--- src/design/pmd_pkg.sv ---
`timescale 1ns / 1ps
// ----------------------------------------------------------------------------
// pmd_pkg
// Shared types and constants for the position loop motor drive
// ----------------------------------------------------------------------------
package pmd_pkg;

  // configuration register indexes
  typedef enum logic [2:0] {
    CfgPropGain   = 3'd0,
    CfgIntGain    = 3'd1,
    CfgDerivGain  = 3'd2,
    CfgTolerance  = 3'd3,
    CfgSamplePer  = 3'd4
  } pmd_cfg_idx_e;

  localparam int unsigned CfgAddrW  = 3;
  localparam int unsigned CfgDataW  = 32;
  localparam int unsigned GainW     = 32;
  localparam int unsigned ErrW      = 32;
  localparam int unsigned SumW      = 48;
  localparam int unsigned DriveW    = 18;
  localparam int unsigned ChunkW    = 16;
  localparam int unsigned AccW      = 80;
  localparam int unsigned TermMagW  = 61;
  localparam int unsigned CmpW      = 7;

  // +-1.0 in q2.16
  localparam logic [DriveW-1:0] DrivePosOne = 18'h10000;
  localparam logic [DriveW-1:0] DriveNegOne = 18'h30000;
  localparam logic [TermMagW-1:0] TermLimit = {1'b1, 60'd0};

  // control for the shared multiply-accumulate unit
  typedef struct packed {
    logic       clr;
    logic       mul;
    logic       acc;
    logic [1:0] idx;
  } pmd_mul_ctrl_t;

endpackage

--- src/design/pid_position_motor_drive_unit.sv ---
`timescale 1ns / 1ps
// ----------------------------------------------------------------------------
// pid_position_motor_drive_unit
// One axis position loop: pid controller driving a sign-magnitude pwm compare
// sequence: a start or a tick without update goes straight to the result state,
//   a finishing sample through the error state, a full pid update through error,
//   integral, the three gain products, clamp and result; one item at a time; the
//   gain products pass through one 32x16 multiplier in three digits each
// reset: asynchronous, active low; state cleared, tolerance 10, sample period 1
// ----------------------------------------------------------------------------
module pid_position_motor_drive_unit
  import pmd_pkg::*;
#(
  parameter int unsigned FULL_SCALE = 100
) (
  input  logic                clk_i,
  input  logic                rst_ni,
  // configuration write port
  input  logic                cfg_we_i,
  input  logic [CfgAddrW-1:0] cfg_addr_i,
  input  logic [CfgDataW-1:0] cfg_data_i,
  // input items
  input  logic                s_axis_tvalid,
  output logic                s_axis_tready,
  input  logic [47:0]         s_axis_tdata,  // encoder_delta[15:0], target[47:16]
  input  logic                s_axis_tuser,  // cmd
  // result items
  output logic                m_axis_tvalid,
  input  logic                m_axis_tready,
  output logic [15:0]         m_axis_tdata   // compare_value[6:0], direction[7],
                                             // running[8], finished[9], zero
);

  localparam logic [2:0] StIdle   = 3'd0;
  localparam logic [2:0] StErr    = 3'd1;
  localparam logic [2:0] StInteg  = 3'd2;
  localparam logic [2:0] StMul    = 3'd3;
  localparam logic [2:0] StAcc    = 3'd4;
  localparam logic [2:0] StTerm   = 3'd5;
  localparam logic [2:0] StClamp  = 3'd6;
  localparam logic [2:0] StResult = 3'd7;

  // configuration
  logic [GainW-1:0] kp_q, ki_q, kd_q;
  logic [15:0]      tol_q, period_q;

  // loop state
  logic [2:0]        state_q, state_d;
  logic [31:0]       pos_q, pos_d;
  logic [31:0]       goal_q, goal_d;
  logic [15:0]       tick_q, tick_d;
  logic [SumW-1:0]   esum_q, esum_d;
  logic [ErrW-1:0]   last_q, last_d;
  logic [DriveW-1:0] drive_q, drive_d;
  logic              active_q, active_d;
  logic              done_q, done_d;
  logic [ErrW-1:0]   err_q, err_d;
  logic [32:0]       diff_q, diff_d;
  logic [63:0]       sum_q, sum_d;
  logic [1:0]        term_q, term_d;
  logic [1:0]        idx_q, idx_d;
  logic              out_valid_q, out_valid_d;
  logic [9:0]        out_data_q, out_data_d;

  logic              accept;
  logic [15:0]       tick_inc;
  logic [32:0]       err_wide;
  logic [ErrW-1:0]   err_sat;
  logic [ErrW-1:0]   err_mag;
  logic [SumW:0]     esum_wide;
  logic [SumW-1:0]   esum_sat;
  logic [SumW-1:0]   esum_mag;
  logic [32:0]       diff_mag;
  logic [GainW-1:0]  a_mag;
  logic [SumW-1:0]   b_mag;
  logic              term_neg;
  logic [TermMagW-1:0] sat_mag;
  logic [63:0]       term_val;
  logic [CmpW-1:0]   cmp_val;
  logic              dir_val;
  pmd_mul_ctrl_t     mul_ctrl;

  assign accept        = s_axis_tvalid && s_axis_tready;
  assign s_axis_tready = (state_q == StIdle) && (!out_valid_q || m_axis_tready);
  assign m_axis_tvalid = out_valid_q;
  assign m_axis_tdata  = {6'd0, out_data_q};

  // configuration writes
  always_ff @(posedge clk_i or negedge rst_ni) begin
    if (!rst_ni) begin
      kp_q     <= '0;
      ki_q     <= '0;
      kd_q     <= '0;
      tol_q    <= 16'd10;
      period_q <= 16'd1;
    end else if (cfg_we_i) begin
      case (pmd_cfg_idx_e'(cfg_addr_i))
        CfgPropGain:  kp_q     <= cfg_data_i;
        CfgIntGain:   ki_q     <= cfg_data_i;
        CfgDerivGain: kd_q     <= cfg_data_i;
        CfgTolerance: tol_q    <= cfg_data_i[15:0];
        CfgSamplePer: period_q <= cfg_data_i[15:0];
        default: ;
      endcase
    end
  end

  // error and integral arithmetic
  assign tick_inc = tick_q + 16'd1;
  assign err_wide = {goal_q[31], goal_q} - {pos_q[31], pos_q};
  assign err_sat  = (err_wide[32] != err_wide[31])
                    ? (err_wide[32] ? 32'h8000_0000 : 32'h7fff_ffff)
                    : err_wide[31:0];
  assign err_mag  = err_sat[31] ? -err_sat : err_sat;

  assign esum_wide = {esum_q[SumW-1], esum_q} + {{(SumW-ErrW+1){err_q[31]}}, err_q};
  assign esum_sat  = (esum_wide[SumW] != esum_wide[SumW-1])
                     ? (esum_wide[SumW] ? {1'b1, 47'd0} : {1'b0, {47{1'b1}}})
                     : esum_wide[SumW-1:0];
  assign esum_mag  = esum_q[SumW-1] ? -esum_q : esum_q;
  assign diff_mag  = diff_q[32] ? -diff_q : diff_q;

  // operands of the shared unit for the current term
  always_comb begin
    case (term_q)
      2'd0: begin
        a_mag    = kp_q[31] ? -kp_q : kp_q;
        b_mag    = {16'd0, err_q[31] ? -err_q : err_q};
        term_neg = kp_q[31] ^ err_q[31];
      end
      2'd1: begin
        a_mag    = ki_q[31] ? -ki_q : ki_q;
        b_mag    = esum_mag;
        term_neg = ki_q[31] ^ esum_q[SumW-1];
      end
      2'd2: begin
        a_mag    = kd_q[31] ? -kd_q : kd_q;
        b_mag    = {15'd0, diff_mag};
        term_neg = kd_q[31] ^ diff_q[32];
      end
      default: begin
        a_mag    = '0;
        b_mag    = '0;
        term_neg = 1'b0;
      end
    endcase
  end

  assign term_val = term_neg ? -{3'd0, sat_mag} : {3'd0, sat_mag};

  pmd_mul_unit u_mul (
    .clk_i     (clk_i),
    .rst_ni    (rst_ni),
    .ctrl_i    (mul_ctrl),
    .a_mag_i   (a_mag),
    .b_mag_i   (b_mag),
    .sat_mag_o (sat_mag)
  );

  pmd_pwm_map #(
    .FULL_SCALE (FULL_SCALE)
  ) u_pwm (
    .drive_i     (drive_q),
    .compare_o   (cmp_val),
    .direction_o (dir_val)
  );

  // sequencer
  always_comb begin
    state_d     = state_q;
    pos_d       = pos_q;
    goal_d      = goal_q;
    tick_d      = tick_q;
    esum_d      = esum_q;
    last_d      = last_q;
    drive_d     = drive_q;
    active_d    = active_q;
    done_d      = done_q;
    err_d       = err_q;
    diff_d      = diff_q;
    sum_d       = sum_q;
    term_d      = term_q;
    idx_d       = idx_q;
    out_valid_d = out_valid_q;
    out_data_d  = out_data_q;
    mul_ctrl    = '{clr: 1'b0, mul: 1'b0, acc: 1'b0, idx: idx_q};

    if (out_valid_q && m_axis_tready) begin
      out_valid_d = 1'b0;
    end

    case (state_q)
      StIdle: begin
        if (accept) begin
          state_d = StResult;
          if (s_axis_tuser) begin
            goal_d   = s_axis_tdata[47:16];
            active_d = 1'b1;
            done_d   = 1'b0;
            esum_d   = '0;
            tick_d   = '0;
          end else begin
            pos_d = pos_q + {{16{s_axis_tdata[15]}}, s_axis_tdata[15:0]};
            if (active_q) begin
              if (tick_inc >= period_q) begin
                tick_d  = '0;
                state_d = StErr;
              end else begin
                tick_d = tick_inc;
              end
            end
          end
        end
      end
      StErr: begin
        err_d = err_sat;
        if ({16'd0, tol_q} > err_mag) begin
          done_d   = 1'b1;
          active_d = 1'b0;
          drive_d  = '0;
          state_d  = StResult;
        end else begin
          state_d = StInteg;
        end
      end
      StInteg: begin
        esum_d       = esum_sat;
        diff_d       = {err_q[31], err_q} - {last_q[31], last_q};
        sum_d        = '0;
        term_d       = 2'd0;
        idx_d        = 2'd0;
        mul_ctrl.clr = 1'b1;
        state_d      = StMul;
      end
      StMul: begin
        mul_ctrl.mul = 1'b1;
        state_d      = StAcc;
      end
      StAcc: begin
        mul_ctrl.acc = 1'b1;
        if (idx_q == 2'd2) begin
          idx_d   = 2'd0;
          state_d = StTerm;
        end else begin
          idx_d   = idx_q + 2'd1;
          state_d = StMul;
        end
      end
      StTerm: begin
        sum_d        = sum_q + term_val;
        mul_ctrl.clr = 1'b1;
        if (term_q == 2'd2) begin
          state_d = StClamp;
        end else begin
          term_d  = term_q + 2'd1;
          state_d = StMul;
        end
      end
      StClamp: begin
        if ($signed(sum_q) > 64'sd65536) begin
          drive_d = DrivePosOne;
        end else if ($signed(sum_q) < -64'sd65536) begin
          drive_d = DriveNegOne;
        end else begin
          drive_d = sum_q[DriveW-1:0];
        end
        last_d  = err_q;
        state_d = StResult;
      end
      StResult: begin
        out_valid_d = 1'b1;
        out_data_d  = {done_q, active_q, dir_val, cmp_val};
        state_d     = StIdle;
      end
      default: state_d = StIdle;
    endcase
  end

  always_ff @(posedge clk_i or negedge rst_ni) begin
    if (!rst_ni) begin
      state_q     <= StIdle;
      pos_q       <= '0;
      goal_q      <= '0;
      tick_q      <= '0;
      esum_q      <= '0;
      last_q      <= '0;
      drive_q     <= '0;
      active_q    <= 1'b0;
      done_q      <= 1'b0;
      term_q      <= '0;
      idx_q       <= '0;
      out_valid_q <= 1'b0;
    end else begin
      state_q     <= state_d;
      pos_q       <= pos_d;
      goal_q      <= goal_d;
      tick_q      <= tick_d;
      esum_q      <= esum_d;
      last_q      <= last_d;
      drive_q     <= drive_d;
      active_q    <= active_d;
      done_q      <= done_d;
      term_q      <= term_d;
      idx_q       <= idx_d;
      out_valid_q <= out_valid_d;
    end
  end

  always_ff @(posedge clk_i) begin
    err_q      <= err_d;
    diff_q     <= diff_d;
    sum_q      <= sum_d;
    out_data_q <= out_data_d;
  end

  // a result never lands on one still waiting
  assert property (@(posedge clk_i) disable iff (!rst_ni)
    state_q == StResult |-> !out_valid_q)
    else $error("result register still occupied when a new result is ready");

  // every accepted item leaves idle
  assert property (@(posedge clk_i) disable iff (!rst_ni)
    accept |=> state_q != StIdle)
    else $error("accepted item produced no work");

  // the drive stays within plus and minus one
  assert property (@(posedge clk_i) disable iff (!rst_ni)
    ($signed(drive_q) <= 18'sd65536) && ($signed(drive_q) >= -18'sd65536))
    else $error("drive outside +-1.0");

  // a move is never running and finished at once
  assert property (@(posedge clk_i) disable iff (!rst_ni)
    !(active_q && done_q))
    else $error("running and finished both set");

endmodule

--- src/design/pmd_mul_unit.sv ---
`timescale 1ns / 1ps
// ----------------------------------------------------------------------------
// pmd_mul_unit
// Shared 32x16 multiplier with an 80-bit accumulator; builds one saturated
// term magnitude a 16-bit digit of the second operand at a time
// ----------------------------------------------------------------------------
module pmd_mul_unit
  import pmd_pkg::*;
(
  input  logic                clk_i,
  input  logic                rst_ni,
  input  pmd_mul_ctrl_t       ctrl_i,
  input  logic [GainW-1:0]    a_mag_i,
  input  logic [SumW-1:0]     b_mag_i,
  output logic [TermMagW-1:0] sat_mag_o
);

  logic [ChunkW-1:0]       chunk;
  logic [GainW+ChunkW-1:0] prod_q, prod_d;
  logic [AccW-1:0]         acc_q, acc_d;
  logic [AccW-1:0]         prod_ext;
  logic [AccW-1:0]         prod_shift;

  always_comb begin
    case (ctrl_i.idx)
      2'd0:    chunk = b_mag_i[15:0];
      2'd1:    chunk = b_mag_i[31:16];
      2'd2:    chunk = b_mag_i[47:32];
      default: chunk = '0;
    endcase
  end

  assign prod_d   = ctrl_i.mul ? a_mag_i * chunk : prod_q;
  assign prod_ext = {{(AccW-GainW-ChunkW){1'b0}}, prod_q};

  always_comb begin
    case (ctrl_i.idx)
      2'd0:    prod_shift = prod_ext;
      2'd1:    prod_shift = {prod_ext[AccW-17:0], 16'd0};
      2'd2:    prod_shift = {prod_ext[AccW-33:0], 32'd0};
      default: prod_shift = '0;
    endcase
  end

  always_comb begin
    acc_d = acc_q;
    if (ctrl_i.clr) begin
      acc_d = '0;
    end else if (ctrl_i.acc) begin
      acc_d = acc_q + prod_shift;
    end
  end

  always_ff @(posedge clk_i or negedge rst_ni) begin
    if (!rst_ni) begin
      acc_q  <= '0;
      prod_q <= '0;
    end else begin
      acc_q  <= acc_d;
      prod_q <= prod_d;
    end
  end

  // clip the magnitude at 2^60
  always_comb begin
    if ((acc_q[AccW-1:61] != '0) || (acc_q[60] && (acc_q[59:0] != '0))) begin
      sat_mag_o = TermLimit;
    end else begin
      sat_mag_o = acc_q[TermMagW-1:0];
    end
  end

endmodule

--- src/design/pmd_pwm_map.sv ---
`timescale 1ns / 1ps
// ----------------------------------------------------------------------------
// pmd_pwm_map
// Maps the q2.16 drive onto a sign-magnitude pwm compare value
// ----------------------------------------------------------------------------
module pmd_pwm_map
  import pmd_pkg::*;
#(
  parameter int unsigned FULL_SCALE = 100
) (
  input  logic [DriveW-1:0] drive_i,
  output logic [CmpW-1:0]   compare_o,
  output logic              direction_o
);

  localparam logic [15:0] FsVal = 16'(FULL_SCALE);

  logic [DriveW-2:0] mag;
  logic [32:0]       prod;
  logic [16:0]       m;

  assign mag  = drive_i[DriveW-1] ? 17'(-drive_i) : drive_i[DriveW-2:0];
  assign prod = 33'(mag) * 33'(FsVal);
  assign m    = prod[32:16];

  always_comb begin
    compare_o   = '0;
    direction_o = 1'b0;
    if (m != '0) begin
      if (!drive_i[DriveW-1]) begin
        compare_o   = FsVal[CmpW-1:0] - m[CmpW-1:0];
        direction_o = 1'b1;
      end else begin
        compare_o = m[CmpW-1:0];
      end
    end
  end

endmodule
--- config.mk ---
export PLATFORM = sky130hd
export DESIGN_NAME = pid_position_motor_drive_unit
export DESIGN_NICKNAME = d
export VERILOG_FILES = /design/src/design/pmd_pkg.sv /design/src/design/pid_position_motor_drive_unit.sv /design/src/design/pmd_mul_unit.sv /design/src/design/pmd_pwm_map.sv
export SDC_FILE = /design/constraint.sdc
export NUM_CORES = 2
export LEC_CHECK = 0
export BUFFER_PORTS_ARGS = -buffer_cell sky130_fd_sc_hd__buf_2
export CORE_MARGIN = 3
export CORE_UTILIZATION = 40
export DETAILED_ROUTE_END_ITERATION = 8
export SETUP_SLACK_MARGIN = 0.3
export SYNTH_ARGS = -nofsm -noshare
export SYNTH_HDL_FRONTEND = slang
export SYNTH_SLANG_ARGS = --single-unit
--- constraint.sdc ---
create_clock -name clk_i -period 10.05 [get_ports clk_i]
set_input_delay 2.5125 -clock clk_i [delete_from_list [all_inputs] [get_ports clk_i]]
set_output_delay 2.5125 -clock clk_i [all_outputs]
set_load 0.02 [all_outputs]
Yosys cells after proc, flatten, opt, wreduce, memory -nomap -nowiden

Index checks and enable logic that the tools add are counted.

Bits in registers: 583
Output and inout port bits: 18
Latch bits: 0
RAM bits: 0
Logic and storage cells: 168
Memories: 0
Bits in read-only memories: 0
Input port bits: 89

Divide/modulo/power cells: 0
Reduce and logical (&&, ||, !) cells: 35
Bitwise gates (word level): 4
Muxes and demuxes: 59
Shift operators: 0
Eq/ne operators: 21
$mul: 2
Add/subtract/negate cells: 19
Magnitude comparators: 4

Operators with widths:

| operator               | count |
|---|---|
| $mux W48               | 5 |
| $pmux W80 S3           | 1 |
| $mux W32               | 7 |
| $mux W80               | 2 |
| $neg A32 Y32           | 5 |
| $pmux W48 S3           | 1 |
| $pmux W64 S2           | 1 |
| $pmux W32 S3           | 1 |
| $pmux W48 S2           | 1 |
| $add A80 B80 Y80       | 1 |
| $sub A32 B32 Y33       | 2 |
| $add A64 B64 Y64       | 1 |
| $gt A64 B18 Y1 const B | 1 |
| $lt A64 B17 Y1 const B | 1 |
| $mux W64               | 1 |
| $neg A61 Y64           | 1 |
| $mux W61               | 1 |
| $reduce_bool A60 Y1    | 1 |
| $mux W18               | 3 |
| $add A48 B32 Y49       | 1 |
| $mul A32 B16 Y48       | 1 |
| $mux W16               | 3 |
| $neg A48 Y48           | 1 |
| $pmux W16 S3           | 1 |
| 41 further kinds       | 100 |

Depth between registers and ports, before layout

Depth after elaboration: 8
Mapped depth: 43
Mapped depth without buffers: 42

Hierarchy

A second synthesis with hierarchy kept.

Cells, all modules: 7,594
Area, all modules: 65,978.3 µm²

Modules (own cells, without submodules):

| module                        | area an instance (µm²) | seq. area each (µm²) | cells an instance | instances |
|---|---|---|---|---|
| pid_position_motor_drive_unit | 35,826.9               | 12,085.3             | 3,990             | 1 |
| pmd_mul_unit                  | 27,899.3               | 3,203.1              | 3,323             | 1 |
| pmd_pwm_map                   | 2,252.2                | 0.0                  | 281               | 1 |

Least setup slack after synthesis

Ideal clock, no wire load.

Path kind: reg2reg
From: register err_q[5]
To: register u_mul.prod_q[47]
Required time: 9.916 ns
Setup time: 0.134 ns
Period minus slack after synthesis: 10.487 ns
Path buffers: 1
Cell stages (with the launch flop): 39
Path slack: -0.437 ns
Arrival time: 10.353 ns
Cells stage by stage: edfxtp_1 > or4_4 > nor4_4 > or3b_1 > or2_1 > or4_4 > or4_4 > nand2b_4 > nand2_1 > xnor2_1 > a221oi_1 > a211o_1 > a21oi_1 > clkbuf_1 > nand2_1 > fa_1 > inv_1 > fa_1 > [... 3 more ...] > inv_1 > fa_1 > inv_1 > ha_1 > a21o_1 > a21oi_1 > o21ai_0 > a31oi_1 > o21ai_0 > a41o_1 > a221o_1 > a41oi_1 > a21oi_1 > a31o_2 > a221o_1 > a221oi_1 > xnor2_1 > o21ai_0

Longest elaborated chain between the ends: 5

RTL lines:

| item                   | line                                 | RTL |
|---|---|---|
| from (decl)            | pid_position_motor_drive_unit.sv:57  | `logic [ErrW-1:0] err_q, err_d;` |
| from (signal assigned) | pid_position_motor_drive_unit.sv:310 | `err_q <= err_d;` |
| $neg A32 Y32           | pid_position_motor_drive_unit.sv:128 | `b_mag = {16'd0, err_q[31] ? -err_q : err_q};` |
| $mux W32 (*)           | pid_position_motor_drive_unit.sv:128 |  |
| $pmux W48 S3 (*)       | pid_position_motor_drive_unit.sv:125 | `case (term_q)` |
| $pmux W16 S3 (*)       | pmd_mul_unit.sv:25                   | `case (ctrl_i.idx)` |
| $mul A32 B16 Y48 (*)   | pmd_mul_unit.sv:33                   | `assign prod_d = ctrl_i.mul ? a_mag_i * chunk : prod_q;` |
| to (signal assigned)   | pmd_mul_unit.sv:60                   | `prod_q <= prod_d;` |
| to (decl)              | pmd_mul_unit.sv:19                   | `logic [GainW+ChunkW-1:0] prod_q, prod_d;` |

Every way passes the cells marked *; elsewhere a longest branch is shown, timed or not.
A chain may end at the register's enable or synchronous reset.

Worst setup path after layout

From: register err_q[7]
To: register u_mul.prod_q[47]

Same word-level chain as after synthesis.

==> results.toml <==
[synth]
yosys.area.top_type = "dfrtp_1"
netlist_instances = 7346
synth-seq-cells = 583
yosysUniqueCellTypes = 101
ys.flop_type = "dfrtp_1"
synth-edff-count = 139
postSynth.asyncResetShare_pct = 76.16
ys_top_cells_by_count = "nand2_1 (754), inv_1 (685), nor2_1 (551)"
yosys-top-cells-area = "dfrtp_1 (17%), fa_1 (14%), ha_1 (9.9%)"
synth_top_area_share_pct = 17.24
synth_warnings = 0
syn_area_per_cell_um2 = 8.714
synth_most_common_cell = "nand2_1"
syn-cell-area_um2 = 64010
yosysSeqAreaShare_pct = 23.88

[die]
ios = 107
core_area_um2 = 158700
rows = 146
die_h_um = 406.0
die_w_um = 406.0
initial_core_util_pct = 40.32
die-area_um2 = 164900

[place]
gp_congestion = 0.9348
dp_hpwl_mm = 152.7
dp.cells = 9503
io_buffers = 100

[clocking]
cts_hold_buf = 0
clkSlewWorstSetupHoldPaths_ps = 60
htree_num_levels = 3
clkLatencyLatePin_ps = 710
clockBufferDepth = 3
cts_root_buffer = "clkbuf_16"
cts_tree = "yes"
cts_buffers = 74
clock-sinks = 583

[setup_path]
cp_top_family = "adder cells"
critPathMaxStageDelay_ps = 560
crit_path_frequent_cell = "fa_1"
cp-end-kind = "flip-flop"
crit_cells = 38
worstPathMaxFanout = 5
critPathKind = "reg2reg"
start_kind = "flip-flop"
crit_slowest_cell = "or4_4"
worstPathArrival_ps = 10880
rr_worst_depth = 38
worst-path-buf-inv = 4
cp.required_ps = 10550

[cells_and_area]
layout-drive-gt1-share_pct = 12.44
num_antenna_cells = 0
area_delta_synth_final_pct = 12.37
finalNonFillerCells = 9676
fin_nets = 8574

[timing]
hold_viol = 0
drv_slew = 0
tightest_slew_ps = 1235
max_freq_mhz = 96.39
final.min_clock_period_ps = 10370
skew_ps = 56.96
rsz0062_at_grt = "true"
relSlewSlack_pct = 17.64
setup_violations = 11
timing.final.ws_setup_ps = -324.8
period_share_pct = 103.2

[status]
violations = "setup timing"
status = "finished with violations"

[drt]
vias = 54670
drc = 0
finalWirelength_mm = 193.3
wl_per_cell_um = 19.98
initialDrtViolationCount = 3719
vias_per_cell = 5.650
firstDrtPassIters = 5
final_antenna_net_count = 0

[global_routing]
overflow = 0
grt_pass1_wl_mm = 305.8
grt_usage_pct = 23.26
antenna_found_initial = 5
grt_start_max_net_pins = 164
grt_pass1_vias = 54480

[min_path]
hold_depth = 0
hold_path_class = "reg2reg"

[flow_run]
drv_cap = 0
## area by class of cell
cell class              instances  area [µm²]
fillers                     15410       86810
multi-input cells            5748       45520
flip-flops and latches        583       15290
repair buffers                447        3400
well taps                    2072        2592
inverters                     688        2582
clock buffers                 105        2090
clock inverters                33       455.4
## cells in the final DEF, fill, tap and decap left out, drive strengths merged, types with 94 or more instances in the layout
| master | count |
|---|---|
| nor3 | 150 |
| o21ai | 444 |
| buf | 446 |
| nor2 | 553 |
| mux2 | 178 |
| nand2b | 104 |
| a21oi | 370 |
| fa | 435 |
| edfxtp | 139 |
| xnor2 | 333 |
| a22o | 94 |
| o31ai | 98 |
| nand2 | 754 |
| and2 | 99 |
| ha | 508 |
| inv | 692 |
| nor2b | 127 |
| xor2 | 232 |
| dfrtp | 441 |
| clkbuf | 106 |
| nand3 | 109 |
| a21o | 192 |
## timing repair
| item | 4_1_cts | 5_1_grt |
|---|---|---|
| gates resized for setup | 38 | 77 |
| setup buffers | 15 | 18 |
| endpoints found under the setup margin | 20 | 46 |
| pin swaps | 39 | 50 |
| cloned | 1 | 1 |
## sequential cells by signal, indices dropped and copies added (netlist names), 33 cells and up
signal,cells
esum_q,48
u_mul.acc_q,80
sum_q,64
u_mul.prod_q,48
diff_q,33
## through the flow
| step | util (%) | hold WS, ps | cell area (µm²) | worst slack, ps | TNS [ps] |
|---|---|---|---|---|---|
| after global placement | 43.25 | 452.0 | 68660 | -440.7 | -2417 |
| final | 45.31 | 475.3 | 71930 | -324.8 | -1217 |
| after global routing | 45.31 | 495.7 | 71930 | -643.2 | -6609 |
| after floorplan | - | 424.8 | 64260 | 159.3 | 0 |
| after CTS | 45.03 | 482.3 | 71470 | -247.0 | -639.6 |
| after detailed placement | 43.25 | 462.7 | 68660 | -603.9 | -4495 |
## layer usage
metal	wire length, µm	vias up	GRT usage (%)
met5	0	-	0
met4	6546	0	7.674
met3	11830	332	3.904
met1	84880	26820	30.86
li1	-	26010	-
met2	90050	1507	38.49
## worst register-to-register path: cells and delay by family, from the launching register on
kind            cells  cell delay (ps)
fa+ha+maj           7             3240
xor+xnor            2              270
buf+inv             4              300
flops               1              380
compound gates     16             3170
simple gates        9             2830
## cells by family (layout without fill, tap and decap cells)
| logic type | count (synthesis) | after routing | synth area share, % |
|---|---|---|---|
| AND/OR/NAND/NOR | 2263 | 2263 | 16.91 |
| flip-flops | 583 | 583 | 23.88 |
| buffers and inverters | 1020 | 1273 | 6.102 |
| AO/OA/AOI/OAI | 1759 | 1759 | 18.15 |
| XOR/XNOR | 565 | 565 | 7.742 |
| multiplexers | 212 | 212 | 3.669 |
| adder cells (fa/ha/maj) | 943 | 943 | 23.53 |
| other | 1 | 6 | 0.005858 |
## worst paths after layout
path,startpoint,endpoint,slack [ps]
max in group asynchronous,rst_ni,kd_q[18],6690
min,done_q,out_data_q[9],480
min in group asynchronous,rst_ni,drive_q[16],1830
max,err_q[7],u_mul.prod_q[47],-320
max reg2reg,err_q[7],u_mul.prod_q[47],-320
min reg2reg,done_q,out_data_q[9],480
Power is not shown: default switching activity piles up to over one toggle a cycle in this logic, so the estimate is an artifact.
